File: src/hw/rtl/atmu_pkg.sv
// ----------------------------------------------------------------------------
// atmu_pkg
// Shared types, codes, constants and tables of the affine transform unit.
// ----------------------------------------------------------------------------
package atmu_pkg;

   localparam int FRAC_BITS_DEFAULT = 16;
   localparam int CORDIC_STEPS      = 30;
   localparam int ROT_STEPS         = 18;

   localparam logic signed [33:0] Q30_PI       = 34'sd3373259426;
   localparam logic signed [33:0] Q30_HALF_PI  = 34'sd1686629713;
   localparam logic signed [33:0] Q30_TWO_PI   = 34'sd6746518852;
   localparam logic signed [33:0] Q30_GAIN_INV = 34'sd652032874;
   localparam logic [32:0]        TWO_PI_MAG   = 33'd6746518852;

   typedef enum logic [2:0] {
      ACT_RESET     = 3'd0,
      ACT_SCALE     = 3'd1,
      ACT_TRANSLATE = 3'd2,
      ACT_ROTATE    = 3'd3,
      ACT_LOAD_ROW  = 3'd4
   } action_type;

   typedef enum logic [3:0] {
      S_IDLE, S_IDENT, S_SCALE, S_TRANS, S_LOAD, S_RED_INIT, S_RED,
      S_CORDIC_INIT, S_CORDIC, S_CORDIC_FIN, S_ROT_MUL, S_ROT_ACC,
      S_PM_MUL, S_PM_ACC, S_PM_ROW, S_OUT
   } ctrl_state_type;

   typedef enum logic [3:0] {
      OP_NONE, OP_CAPTURE, OP_IDENT, OP_SCALE, OP_TRANS, OP_LOAD_ROW,
      OP_RED_INIT, OP_RED_STEP, OP_CORDIC_INIT, OP_CORDIC_STEP, OP_CORDIC_FIN,
      OP_MUL, OP_ACC, OP_ROW_WRITE, OP_OUT_LOAD
   } dp_op_type;

   typedef struct packed {
      dp_op_type  op;
      logic [4:0] step;
      logic [1:0] row;
      logic [1:0] col;
      logic [1:0] k;
      logic       use_op;
      logic       rot;
   } dp_cmd_type;

   typedef struct packed {
      logic out_free;
   } dp_status_type;

   typedef enum logic [2:0] {SEL_T, SEL_TX, SEL_TY, SEL_TZ, SEL_S} a_sel_type;
   typedef enum logic [1:0] {SEL_X, SEL_Y, SEL_Z} b_sel_type;

   localparam logic [4:0] DEST_TX = 5'd16;
   localparam logic [4:0] DEST_TY = 5'd17;
   localparam logic [4:0] DEST_TZ = 5'd18;

   typedef struct packed {
      a_sel_type  a;
      b_sel_type  b;
      logic       neg;
      logic       first;
      logic       last;
      logic       add_c;
      logic [4:0] dest;
   } rot_op_type;

   // rotation matrix terms: t*u, then t*u*v +/- s*w or t*u*u + c
   function automatic rot_op_type rot_op(input logic [4:0] step);
      rot_op_type o;
      case (step)
         5'd0:    o = '{SEL_T,  SEL_X, 1'b0, 1'b1, 1'b1, 1'b0, DEST_TX};
         5'd1:    o = '{SEL_T,  SEL_Y, 1'b0, 1'b1, 1'b1, 1'b0, DEST_TY};
         5'd2:    o = '{SEL_T,  SEL_Z, 1'b0, 1'b1, 1'b1, 1'b0, DEST_TZ};
         5'd3:    o = '{SEL_TX, SEL_X, 1'b0, 1'b1, 1'b1, 1'b1, 5'd0};
         5'd4:    o = '{SEL_TX, SEL_Y, 1'b0, 1'b1, 1'b0, 1'b0, 5'd1};
         5'd5:    o = '{SEL_S,  SEL_Z, 1'b1, 1'b0, 1'b1, 1'b0, 5'd1};
         5'd6:    o = '{SEL_TX, SEL_Z, 1'b0, 1'b1, 1'b0, 1'b0, 5'd2};
         5'd7:    o = '{SEL_S,  SEL_Y, 1'b0, 1'b0, 1'b1, 1'b0, 5'd2};
         5'd8:    o = '{SEL_TX, SEL_Y, 1'b0, 1'b1, 1'b0, 1'b0, 5'd4};
         5'd9:    o = '{SEL_S,  SEL_Z, 1'b0, 1'b0, 1'b1, 1'b0, 5'd4};
         5'd10:   o = '{SEL_TY, SEL_Y, 1'b0, 1'b1, 1'b1, 1'b1, 5'd5};
         5'd11:   o = '{SEL_TY, SEL_Z, 1'b0, 1'b1, 1'b0, 1'b0, 5'd6};
         5'd12:   o = '{SEL_S,  SEL_X, 1'b1, 1'b0, 1'b1, 1'b0, 5'd6};
         5'd13:   o = '{SEL_TX, SEL_Z, 1'b0, 1'b1, 1'b0, 1'b0, 5'd8};
         5'd14:   o = '{SEL_S,  SEL_Y, 1'b1, 1'b0, 1'b1, 1'b0, 5'd8};
         5'd15:   o = '{SEL_TY, SEL_Z, 1'b0, 1'b1, 1'b0, 1'b0, 5'd9};
         5'd16:   o = '{SEL_S,  SEL_X, 1'b0, 1'b0, 1'b1, 1'b0, 5'd9};
         5'd17:   o = '{SEL_TZ, SEL_Z, 1'b0, 1'b1, 1'b1, 1'b1, 5'd10};
         default: o = '{SEL_T,  SEL_X, 1'b0, 1'b1, 1'b0, 1'b0, 5'd0};
      endcase
      return o;
   endfunction

   function automatic logic signed [33:0] cordic_atan(input logic [4:0] i);
      logic signed [33:0] a;
      case (i)
         5'd0:    a = 34'sd843314856;
         5'd1:    a = 34'sd497837829;
         5'd2:    a = 34'sd263043836;
         5'd3:    a = 34'sd133525158;
         5'd4:    a = 34'sd67021686;
         5'd5:    a = 34'sd33543515;
         5'd6:    a = 34'sd16775850;
         5'd7:    a = 34'sd8388437;
         5'd8:    a = 34'sd4194282;
         5'd9:    a = 34'sd2097149;
         5'd10:   a = 34'sd1048575;
         5'd11:   a = 34'sd524287;
         5'd12:   a = 34'sd262143;
         5'd13:   a = 34'sd131071;
         5'd14:   a = 34'sd65535;
         5'd15:   a = 34'sd32767;
         5'd16:   a = 34'sd16383;
         5'd17:   a = 34'sd8191;
         5'd18:   a = 34'sd4095;
         5'd19:   a = 34'sd2047;
         5'd20:   a = 34'sd1023;
         5'd21:   a = 34'sd511;
         5'd22:   a = 34'sd255;
         5'd23:   a = 34'sd127;
         5'd24:   a = 34'sd63;
         5'd25:   a = 34'sd31;
         5'd26:   a = 34'sd15;
         5'd27:   a = 34'sd8;
         5'd28:   a = 34'sd4;
         5'd29:   a = 34'sd2;
         default: a = 34'sd0;
      endcase
      return a;
   endfunction

endpackage

File: src/hw/rtl/atmu_ctrl.sv
// ----------------------------------------------------------------------------
// atmu_ctrl
// Sequencer of the transform unit: steps the datapath through capture,
// matrix build, angle reduction, CORDIC, multiply-accumulate and row output.
// ----------------------------------------------------------------------------
module atmu_ctrl #(
   parameter int FRAC_BITS = atmu_pkg::FRAC_BITS_DEFAULT
) (
   input  logic                      clock,
   input  logic                      reset,
   input  logic                      req_valid,
   output logic                      req_ready,
   input  logic [2:0]                req_action,
   input  logic [1:0]                req_row_select,
   output atmu_pkg::dp_cmd_type      cmd,
   input  atmu_pkg::dp_status_type   status
);

   localparam int ZW        = 49 - FRAC_BITS;
   localparam int RED_STEPS = (ZW > 34) ? ZW - 33 : 1;

   atmu_pkg::ctrl_state_type state_ff, state_in;
   logic [4:0] cnt_ff, cnt_in;
   logic [1:0] r_ff, r_in, c_ff, c_in, k_ff, k_in, rowsel_ff, rowsel_in;
   logic       use_ff, use_in;

   always_ff @(posedge clock) begin
      if (reset) begin
         state_ff  <= atmu_pkg::S_IDLE;
         cnt_ff    <= '0;
         r_ff      <= '0;
         c_ff      <= '0;
         k_ff      <= '0;
         rowsel_ff <= '0;
         use_ff    <= 1'b0;
      end else begin
         state_ff  <= state_in;
         cnt_ff    <= cnt_in;
         r_ff      <= r_in;
         c_ff      <= c_in;
         k_ff      <= k_in;
         rowsel_ff <= rowsel_in;
         use_ff    <= use_in;
      end
   end

   always_comb begin
      state_in   = state_ff;
      cnt_in     = cnt_ff;
      r_in       = r_ff;
      c_in       = c_ff;
      k_in       = k_ff;
      rowsel_in  = rowsel_ff;
      use_in     = use_ff;
      req_ready  = 1'b0;
      cmd.op     = atmu_pkg::OP_NONE;
      cmd.step   = cnt_ff;
      cmd.row    = r_ff;
      cmd.col    = c_ff;
      cmd.k      = k_ff;
      cmd.use_op = use_ff;
      cmd.rot    = 1'b0;
      case (state_ff)
         atmu_pkg::S_IDLE: begin
            req_ready = 1'b1;
            if (req_valid) begin
               cmd.op    = atmu_pkg::OP_CAPTURE;
               rowsel_in = req_row_select;
               r_in      = '0;
               c_in      = '0;
               k_in      = '0;
               cnt_in    = '0;
               use_in    = 1'b0;
               case (atmu_pkg::action_type'(req_action))
                  atmu_pkg::ACT_RESET:     state_in = atmu_pkg::S_IDENT;
                  atmu_pkg::ACT_SCALE:     state_in = atmu_pkg::S_SCALE;
                  atmu_pkg::ACT_TRANSLATE: state_in = atmu_pkg::S_TRANS;
                  atmu_pkg::ACT_ROTATE:    state_in = atmu_pkg::S_RED_INIT;
                  atmu_pkg::ACT_LOAD_ROW:  state_in = atmu_pkg::S_LOAD;
                  default:                 state_in = atmu_pkg::S_IDLE;
               endcase
            end
         end
         atmu_pkg::S_IDENT: begin
            cmd.op   = atmu_pkg::OP_IDENT;
            state_in = atmu_pkg::S_OUT;
         end
         atmu_pkg::S_SCALE: begin
            cmd.op   = atmu_pkg::OP_SCALE;
            state_in = atmu_pkg::S_PM_MUL;
         end
         atmu_pkg::S_TRANS: begin
            cmd.op   = atmu_pkg::OP_TRANS;
            state_in = atmu_pkg::S_PM_MUL;
         end
         atmu_pkg::S_LOAD: begin
            cmd.op = atmu_pkg::OP_LOAD_ROW;
            use_in = 1'b1;
            if (rowsel_ff == 2'd3) begin
               state_in = atmu_pkg::S_PM_MUL;
            end else begin
               state_in = atmu_pkg::S_IDLE;
            end
         end
         atmu_pkg::S_RED_INIT: begin
            cmd.op   = atmu_pkg::OP_RED_INIT;
            cnt_in   = 5'(RED_STEPS - 1);
            state_in = atmu_pkg::S_RED;
         end
         atmu_pkg::S_RED: begin
            cmd.op = atmu_pkg::OP_RED_STEP;
            if (cnt_ff == '0) begin
               state_in = atmu_pkg::S_CORDIC_INIT;
            end else begin
               cnt_in = cnt_ff - 5'd1;
            end
         end
         atmu_pkg::S_CORDIC_INIT: begin
            cmd.op   = atmu_pkg::OP_CORDIC_INIT;
            cnt_in   = '0;
            state_in = atmu_pkg::S_CORDIC;
         end
         atmu_pkg::S_CORDIC: begin
            cmd.op = atmu_pkg::OP_CORDIC_STEP;
            cnt_in = cnt_ff + 5'd1;
            if (cnt_ff == 5'(atmu_pkg::CORDIC_STEPS - 1)) begin
               state_in = atmu_pkg::S_CORDIC_FIN;
            end
         end
         atmu_pkg::S_CORDIC_FIN: begin
            cmd.op   = atmu_pkg::OP_CORDIC_FIN;
            cnt_in   = '0;
            state_in = atmu_pkg::S_ROT_MUL;
         end
         atmu_pkg::S_ROT_MUL: begin
            cmd.op   = atmu_pkg::OP_MUL;
            cmd.rot  = 1'b1;
            state_in = atmu_pkg::S_ROT_ACC;
         end
         atmu_pkg::S_ROT_ACC: begin
            cmd.op  = atmu_pkg::OP_ACC;
            cmd.rot = 1'b1;
            cnt_in  = cnt_ff + 5'd1;
            if (cnt_ff == 5'(atmu_pkg::ROT_STEPS - 1)) begin
               state_in = atmu_pkg::S_PM_MUL;
            end else begin
               state_in = atmu_pkg::S_ROT_MUL;
            end
         end
         atmu_pkg::S_PM_MUL: begin
            cmd.op   = atmu_pkg::OP_MUL;
            state_in = atmu_pkg::S_PM_ACC;
         end
         atmu_pkg::S_PM_ACC: begin
            cmd.op   = atmu_pkg::OP_ACC;
            k_in     = k_ff + 2'd1;
            state_in = atmu_pkg::S_PM_MUL;
            if (k_ff == 2'd3) begin
               c_in = c_ff + 2'd1;
               if (c_ff == 2'd3) begin
                  state_in = atmu_pkg::S_PM_ROW;
               end
            end
         end
         atmu_pkg::S_PM_ROW: begin
            cmd.op = atmu_pkg::OP_ROW_WRITE;
            r_in   = r_ff + 2'd1;
            cnt_in = '0;
            if (r_ff == 2'd3) begin
               state_in = atmu_pkg::S_OUT;
            end else begin
               state_in = atmu_pkg::S_PM_MUL;
            end
         end
         atmu_pkg::S_OUT: begin
            if (status.out_free) begin
               cmd.op = atmu_pkg::OP_OUT_LOAD;
               cnt_in = cnt_ff + 5'd1;
               if (cnt_ff[1:0] == 2'd3) begin
                  state_in = atmu_pkg::S_IDLE;
               end
            end
         end
         default: state_in = atmu_pkg::S_IDLE;
      endcase
   end

endmodule

File: config.mk
export PLATFORM = sky130hd
export DESIGN_NAME = atmu_ctrl
export DESIGN_NICKNAME = d
export VERILOG_FILES = /design/src/hw/rtl/atmu_pkg.sv /design/src/hw/rtl/atmu_ctrl.sv
export SDC_FILE = /design/constraint.sdc
export NUM_CORES = 1
export LEC_CHECK = 0
export CORE_ASPECT_RATIO = 1.5
export CORE_MARGIN = 2
export CORE_UTILIZATION = 30
export CTS_BUF_LIST = sky130_fd_sc_hd__clkbuf_2
export DETAILED_ROUTE_END_ITERATION = 12
export DONT_BUFFER_PORTS = 1
export PLACE_DENSITY = 0.52
export SYNTH_ARGS = -nofsm -noshare
export SYNTH_HDL_FRONTEND = slang
export SYNTH_SLANG_ARGS = --single-unit
File: constraint.sdc
create_clock -name clock -period 2.5 [get_ports clock]
set_input_delay 0.25 -clock clock [delete_from_list [all_inputs] [get_ports clock]]
set_output_delay 0.25 -clock clock [all_outputs]
set_load 0.1 [all_outputs]
# Word level (Yosys, flattened, before mapping)
# Cells that the tools add are included.
[totals]
ff_bits = 18
out_inout_bits = 18
elab_cells = 93
inputBits = 9
[classes]
n_addsub = 5
eq_ne = 33
n_reduce_logical = 20
muxes = 28
[ops]
columns = ["operator", "n"]
rows = [
  ["4-bit case mux with 15 select lines", 1],
  ["4-bit case mux with 14 select lines", 1],
  ["4-bit == test (second input constant)", 8],
  ["4-bit 2-to-1 mux", 7],
  ["5-bit case mux with 5 select lines", 1],
  ["4-bit by 3-bit == test with 1-bit output (second input constant)", 4],
  ["5-bit 2-to-1 mux", 3],
  ["3-bit case mux with 5 select lines", 1],
  ["2-bit inequality test (second input constant)", 7],
  ["2-bit case mux with 2 select lines", 3],
  ["2-bit == test (second input constant)", 5],
  ["5-bit == test (second input constant)", 2],
  ["2-bit 2-to-1 mux", 5],
  ["2-bit OR reduction", 5],
  ["4-bit by 2-bit == test with 1-bit output (second input constant)", 2],
  ["2-bit AND reduction", 4],
  ["2-bit by 1-bit adder with 2-bit output (second input constant)", 3],
  ["3-bit by 2-bit == test with 1-bit output (second input constant)", 2],
  ["2-bit nonzero test", 3],
  ["5-bit by 1-bit adder with 5-bit output (second input constant)", 1],
  ["5-bit logical NOT", 1],
  ["5-bit AND reduction", 1],
  ["5-bit nonzero test", 1],
  ["5-bit by 1-bit subtractor with 5-bit output (second input constant)", 1],
  ["11 further kinds", 14],
]

# Depth between registers and ports, before layout
# Gate-level depths: netlist (run 1).
[depth]
word_depth = 4
depth_mapped = 9
mapped_depth_nobuf = 8

# Worst setup path after synthesis (run 1)
# Ideal clock, no wire load.
[synth_path]
kind = "flip-flop to output port"
start = "register state_ff[3]"
end = "output cmd[15] (netlist name)"
path_stages_with_launch = 5
setup_slack_ns = -0.882
path_buffers = 2
arrival_ns = 3.132
required_time_ns = 2.250
path_cell_list = "dfxtp_1 > buf_6 > clkbuf_1 > a21oi_1 > a211oi_1"
[synth_rtl]
columns = ["item", "line_no", "rtl"]
rows = [
  ["from (decl)", "atmu_ctrl.sv:22", "atmu_pkg::ctrl_state_type state_ff, state_in;"],
  ["from (signal assigned)", "atmu_ctrl.sv:29", "state_ff <= atmu_pkg::S_IDLE;"],
  ["from (signal assigned)", "atmu_ctrl.sv:37", "state_ff <= state_in;"],
  ["to (decl)", "atmu_ctrl.sv:15", "output atmu_pkg::dp_cmd_type cmd,"],
]

# Worst setup path in the final report (run 1)
[layout_path]
start = "register state_ff[1]"
end = "register cnt_ff[4]"
[layout_via]
elab_chain_len = 4
word_cells_on_any_way = 17
classes_between = "11 x eq/ne; 1 x mux; 5 x reduce/logical"
[layout_lines]
columns = ["item", "line_no", "rtl"]
rows = [
  ["4-bit == test / 4-bit by 3-bit == test with 1-bit output (equally long branches)", "atmu_ctrl.sv:63", "case (state_ff)"],
  ["4-bit OR reduction (no source line) / 2-bit OR reduction (equally long branches)", "n/a", ""],
  ["5-bit nonzero test (no source line)", "n/a", ""],
  ["4-bit AND reduction (no source line)", "n/a", ""],
  ["to (signal assigned)", "atmu_ctrl.sv:38", "cnt_ff <= cnt_in;"],
  ["to (decl)", "atmu_ctrl.sv:23", "logic [4:0] cnt_ff, cnt_in;"],
]
# Several ways; a longest one is shown, not always the timed one.
# A chain may end at the register's enable or synchronous reset.

==> flow_metrics.tcl, run 1 <==
set metrics [dict create \
    synth_nets 193 \
    fp-row-count 29 \
    holdWs_ns 0.0561 \
    final_max_slew_viol_count 0 \
    syn_avg_cell_area_um2 7.51 \
    relSlewSlack_pct 64.6 \
    postSynthCellCount 180 \
    yosysMostFrequentCell "a21oi_1" \
    drive_above_1_share_pct 22.1 \
    core-area_um2 4280 \
    clock_latency_ns 0.32 \
    rr_worst_depth 8 \
    startpoint_type "flip-flop" \
    fin_crit_sh_pct 85.8 \
    finalWirelength_um 3750 \
    synth.distinct_cells 51 \
    firstDrtPassIters 8 \
    synth_top_area_cell "dfxtp_1" \
    rsz0062_at_grt "false" \
    clk_pin_slew_ns 0.18 \
    placed_cell_area_um2 1550 \
    async_flop_share_pct 0 \
    tightestPinTransition_ns 0.528 \
    status "finished, violations left" \
    synthFlopType "dfxtp_1" \
    drcViolationCount 2 \
    cap_violations 0 \
    grt_pass1_vias 1345 \
    io_buffers 0 \
    crit_fanout 23 \
    wire_per_inst_um 15.6 \
    ys_ff_latch 18 \
    grt_max_degree 24 \
    hold_class "in -> reg" \
    syn_area_um2 1350 \
    ys_warn_count 0 \
    setup_violations 0 \
    io_pins 27 \
    fin_skew_ns 0.00155 \
    track_usage_pct 15.7 \
    synth_edf_count 0 \
    finalCriticalPeriod_ns 2.15 \
    yosysTopAreaCellShare_pct 26.7 \
    max_freq_mhz 466 \
    start_util_pct 31.6 \
    clockBufferDepth 2 \
    worstPathRequired_ns 2.78 \
    cts_tree "done" \
    antenna_found_initial 0 \
    cts_buffers 3 \
    die_width_um 58.8 \
    design.die.area_um2 5070 \
    cp-end-kind "flip-flop" \
    critical_path_arrival_ns 2.43 \
    cts_setup_buffers 0 \
    grt_overflow 0 \
    crit_type "reg -> reg" \
    ys_seq_area_share_pct 26.7 \
    fin_nets 210 \
    vias 1405 \
    violations "DRC" \
    area_growth_pct 17.0 \
    grt_pass1_wl_um 6240 \
    place.gp.congestion 0.869 \
    ant_nets 0 \
    synthTopCellsByCount "23 x a21oi_1, 18 x dfxtp_1, 15 x nand2_1, 14 x nor2_1" \
    diodes 0 \
    hold_viol_final 0 \
    clock-sinks 18 \
    h-tree-depth 1 \
    synthTopCellsByArea "dfxtp_1 27%, a21oi_1 8.5%, nand3_1 4.4%, o21ai_0 4.4%, nand2_1 4.2%" \
    whs_path_depth 2 \
    first_iter_violations 54 \
    final_core_util_pct 36.9 \
    chipHeight_um 86.2 \
    cts-root-buf "clkbuf_2" \
    place_hpwl_um 2900 \
    vias_per_cell 5.83 \
    final_area_um2 1580 \
]
routing by layer:
metal | GRT usage [%] | vias to the layer above | share of wire, %
li1 | - | 686 | -
met1 | 17.6 | 661 | 39
met2 | 28.8 | 50 | 53
met3 | 1.64 | 8 | 6.0
met4 | 7.02 | 0 | 2.2
met5 | 0 | - | 0
critical path, cell delays in order, from the launching register on:
cell and delay (ns):
dfxtp_2 0.64, and2_1 0.29, a21oi_2 0.10, xor2_1 0.16, ha_1 0.23, nand2b_1 0.15, mux2_2 0.28, nor3_1 0.14
nand3b_1 0.12
state kept, by name, summed over array words and instances, names as in the netlist:
name	count
r_ff	2
k_ff	2
use_ff	1
state_ff	4
cnt_ff	5
rowsel_ff	2
c_ff	2
area by class of cell:
class                           instances  area (um2)
Multi-Input combinational cell        141         918
Fill cell                             457        2700
Inverter                                7        28.8
Timing Repair Buffer                   26         200
Tap cell                               46        57.6
Sequential cell                        18         362
Clock buffer                            3        15.0
logic make-up (layout without fill, tap and decap cells):
family / after synthesis / count (layout) / synth area share [%]
and+or+nand+nor: 75 / 75 / 31.4
buffers and inverters: 21 / 36 / 7.50
muxes: 4 / 4 / 3.43
adders and majority gates: 4 / 4 / 3.70
DFF: 18 / 18 / 26.7
AOI/OAI and AO/OA: 54 / 54 / 24.7
xor gates and xnor gates: 4 / 4 / 2.59
stage by stage:
step	setup WS [ns]	TNS (ns)	std cells
2_1_floorplan	-0.192	-0.377	180
3_3_place_gp	0.467	0	236
3_5_place_dp	0.419	0	236
4_1_cts	0.365	0	240
5_1_grt	0.178	0	241
6_report	0.354	0	241
cells in the final DEF, fill, tap and decap left out, types with 2 or more instances in the layout:
cell type       n
nand2_1        15
nand4_1         3
mux2i_1         2
nand2b_1        5
o31ai_1         2
a22o_1          2
ha_1            4
and3_1          3
nor2_1         13
a21oi_2         3
xor2_1          2
a32oi_1         2
dlygate4sd3_1   2
nand3b_1        3
a21oi_1        21
clkbuf_2        3
buf_4          24
nor3_1          6
o21ai_0        12
inv_1           5
a211o_1         2
a211oi_1        2
xnor2_1         2
or3_1           2
or2_0           2
nand3_1        12
dfxtp_1        17
timing repair:
action / 4_1_cts / 5_1_grt
endpoints found under the hold margin: 11 / 1
hold buffers: 1 / 1
gates resized for setup: 0 / 0
final timing paths:
| check | from | endpoint | slack [ns] |
|---|---|---|---|
| min | req_row_select[0] | rowsel_ff[0] | 0.06 |
| max | state_ff[1] | cnt_ff[4] | 0.35 |
| min reg2reg | rowsel_ff[1] | rowsel_ff[1] | 0.47 |
| max reg2reg | state_ff[1] | cnt_ff[4] | 0.35 |
Power of run 1 is left out: the tool's default activity adds up to more than one toggle a clock period on the data nets, which glitch-free logic cannot reach.
==> run 2, diff against run 1 <==
--- a/config.mk
+++ b/config.mk
@@ -5,7 +5,7 @@
 export SDC_FILE = /design/constraint.sdc
 export NUM_CORES = 1
 export LEC_CHECK = 0
-export CORE_ASPECT_RATIO = 1.5
+export CAP_MARGIN = 0
 export CORE_MARGIN = 2
 export CORE_UTILIZATION = 30
 export CTS_BUF_LIST = sky130_fd_sc_hd__clkbuf_2
==> run 2 against run 1 <==
Net effect: the flow now finishes without violations; highest routed layer unchanged; first-iteration DRC count grew 48%; cell count increased by 3.3%; hold slack better by 0.0011 ns; critical path depth unchanged; wire length fell by 4.2%; sequential share of layout area fell by 0.23 points; fmax shrank 2.1%; critical path type unchanged; setup slack worse by 0.046 ns; die area down 0.22%; critical endpoint unchanged.
==> flow_metrics.tcl, run 2 (same netlist as run 1, synthesis figures left out) <==
set metrics [dict create \
    first_iter_violations 80 \
    finalWirelength_um 3590 \
    largest_register_ffs 5 \
    startpoint_type "flip-flop" \
    wl_met2_um 1640 \
    worstPathRequired_ns 2.79 \
    fin_crit_sh_pct 87.6 \
    fin_nets 211 \
    fin_tns_setup_ns 0 \
    clockBufferDepth 2 \
    die_width_um 71.1 \
    io_pins 27 \
    crit_buf_inv 0 \
    crit_type "reg -> reg" \
    h-tree-depth 1 \
    area_growth_pct 18.2 \
    clock_latency_ns 0.33 \
    worst_slack_ns 0.309 \
    final_cell_mix "26 x buf_4, 21 x a21oi_1, 17 x dfxtp_1" \
    grt_max_degree 24 \
    dp_worst_setup_slack_ns 0.368 \
    numPlacedInstances 244 \
    core-area_um2 4350 \
    setup_violations 0 \
    place.gp.congestion 0.847 \
    tightestPinTransition_ns 0.526 \
    max_freq_mhz 456 \
    cap_violations 0 \
    cts-root-buf "clkbuf_2" \
    track_usage_pct 15.1 \
    vias 1375 \
    vias_per_cell 5.52 \
    start_util_pct 31.0 \
    top_regs "cnt_ff (5), state_ff (4)" \
    drive_above_1_share_pct 22.8 \
    holdWs_ns 0.0572 \
    status "complete, no violations" \
    io_buffers 0 \
    clock-sinks 18 \
    critical_path_arrival_ns 2.48 \
    firstDrtPassIters 4 \
    worst_path_largest_cell_delay_ns 0.65 \
    place_hpwl_um 2710 \
    fin_skew_ns 0.0221 \
    diodes 0 \
    worst_path_max_delay_cell "dfxtp_2" \
    cp-end-kind "flip-flop" \
    rsz0062_at_grt "false" \
    grt_pass1_wl_um 6110 \
    fin_cells 249 \
    final_common_cell "buf_4" \
    hold_class "in -> reg" \
    grt_overflow 0 \
    wl_met1_um 1730 \
    grt_pass1_vias 1263 \
    path_cells "and2_1, a21oi_2, xor2_1, ha_1, nand2b_1, mux2_2, nor3_1, nand3b_1" \
    rrSetupSlack_ns 0.31 \
    crit_fanout 23 \
    ant_nets 0 \
    relSlewSlack_pct 64.7 \
    clk_pin_slew_ns 0.21 \
    finalCriticalPeriod_ns 2.19 \
    cts_buffers 3 \
    hold_viol_final 0 \
    wl_met3_um 193 \
    drcViolationCount 0 \
    dr.max_layer_used "met4" \
    wire_per_inst_um 14.4 \
    antenna_found_initial 0 \
    chipHeight_um 71.1 \
    cts_tree "done" \
    largest_register "cnt_ff" \
    design.die.area_um2 5060 \
    final_max_slew_viol_count 0 \
    crit_family "simple AND/OR/NAND/NOR gates" \
    fp-row-count 24 \
]
## run 2: cell count changes in the layout (fill, tap and decap cells not counted)
cell / before / now
buf_4: 24 / 26
clkinv_1: 0 / 1
dlygate4sd3_1: 2 / 1
## run 2: final timing paths
path,from,to,cells after the start
setup / recovery,state_ff[1],cnt_ff[4],8
hold / removal,req_row_select[0],rowsel_ff[0],2
setup reg to reg,state_ff[1],cnt_ff[4],8
hold reg to reg,rowsel_ff[1],rowsel_ff[1],2
## run 2: metal layers
layer	track usage, %	vias up
met5	0	-
met4	6.29	0
met3	2.85	2
met2	22.7	45
met1	21.1	633
li1	-	695
## run 2: cell type report
cell class	instances	area, um2
sequential	18	362
clock inverter	1	3.75
inverter	7	28.8
clock buffer	3	15.0
fill	461	2760
tap	52	65.1
timing repair buffer	27	205
multi-input combinational	141	918
## run 2: worst reg2reg max path, delay by kind of cell, from the launching register on
kind | cells | cell delay [ns]
compound gates | 1 | 0.15
xor+xnor | 1 | 0.17
fa+ha+maj | 1 | 0.24
flops | 1 | 0.65
mux | 1 | 0.28
simple gates | 4 | 0.68
## run 2: stage by stage
step	cell area, um2	util [%]
floorplan	1370	-
global placement	1570	36.0
detailed placement	1570	36.0
CTS	1600	36.7
global route	1600	36.7
finish	1600	36.7
## run 2: timing repair
| item | 4_1_cts | 5_1_grt |
|---|---|---|
| gates resized for setup | 0 | 0 |
| hold buffers | 1 | 0 |
| setup buffers | 0 | 0 |
| hold endpoints to repair | 12 | 0 |
Power of run 2 is left out for the same reason.
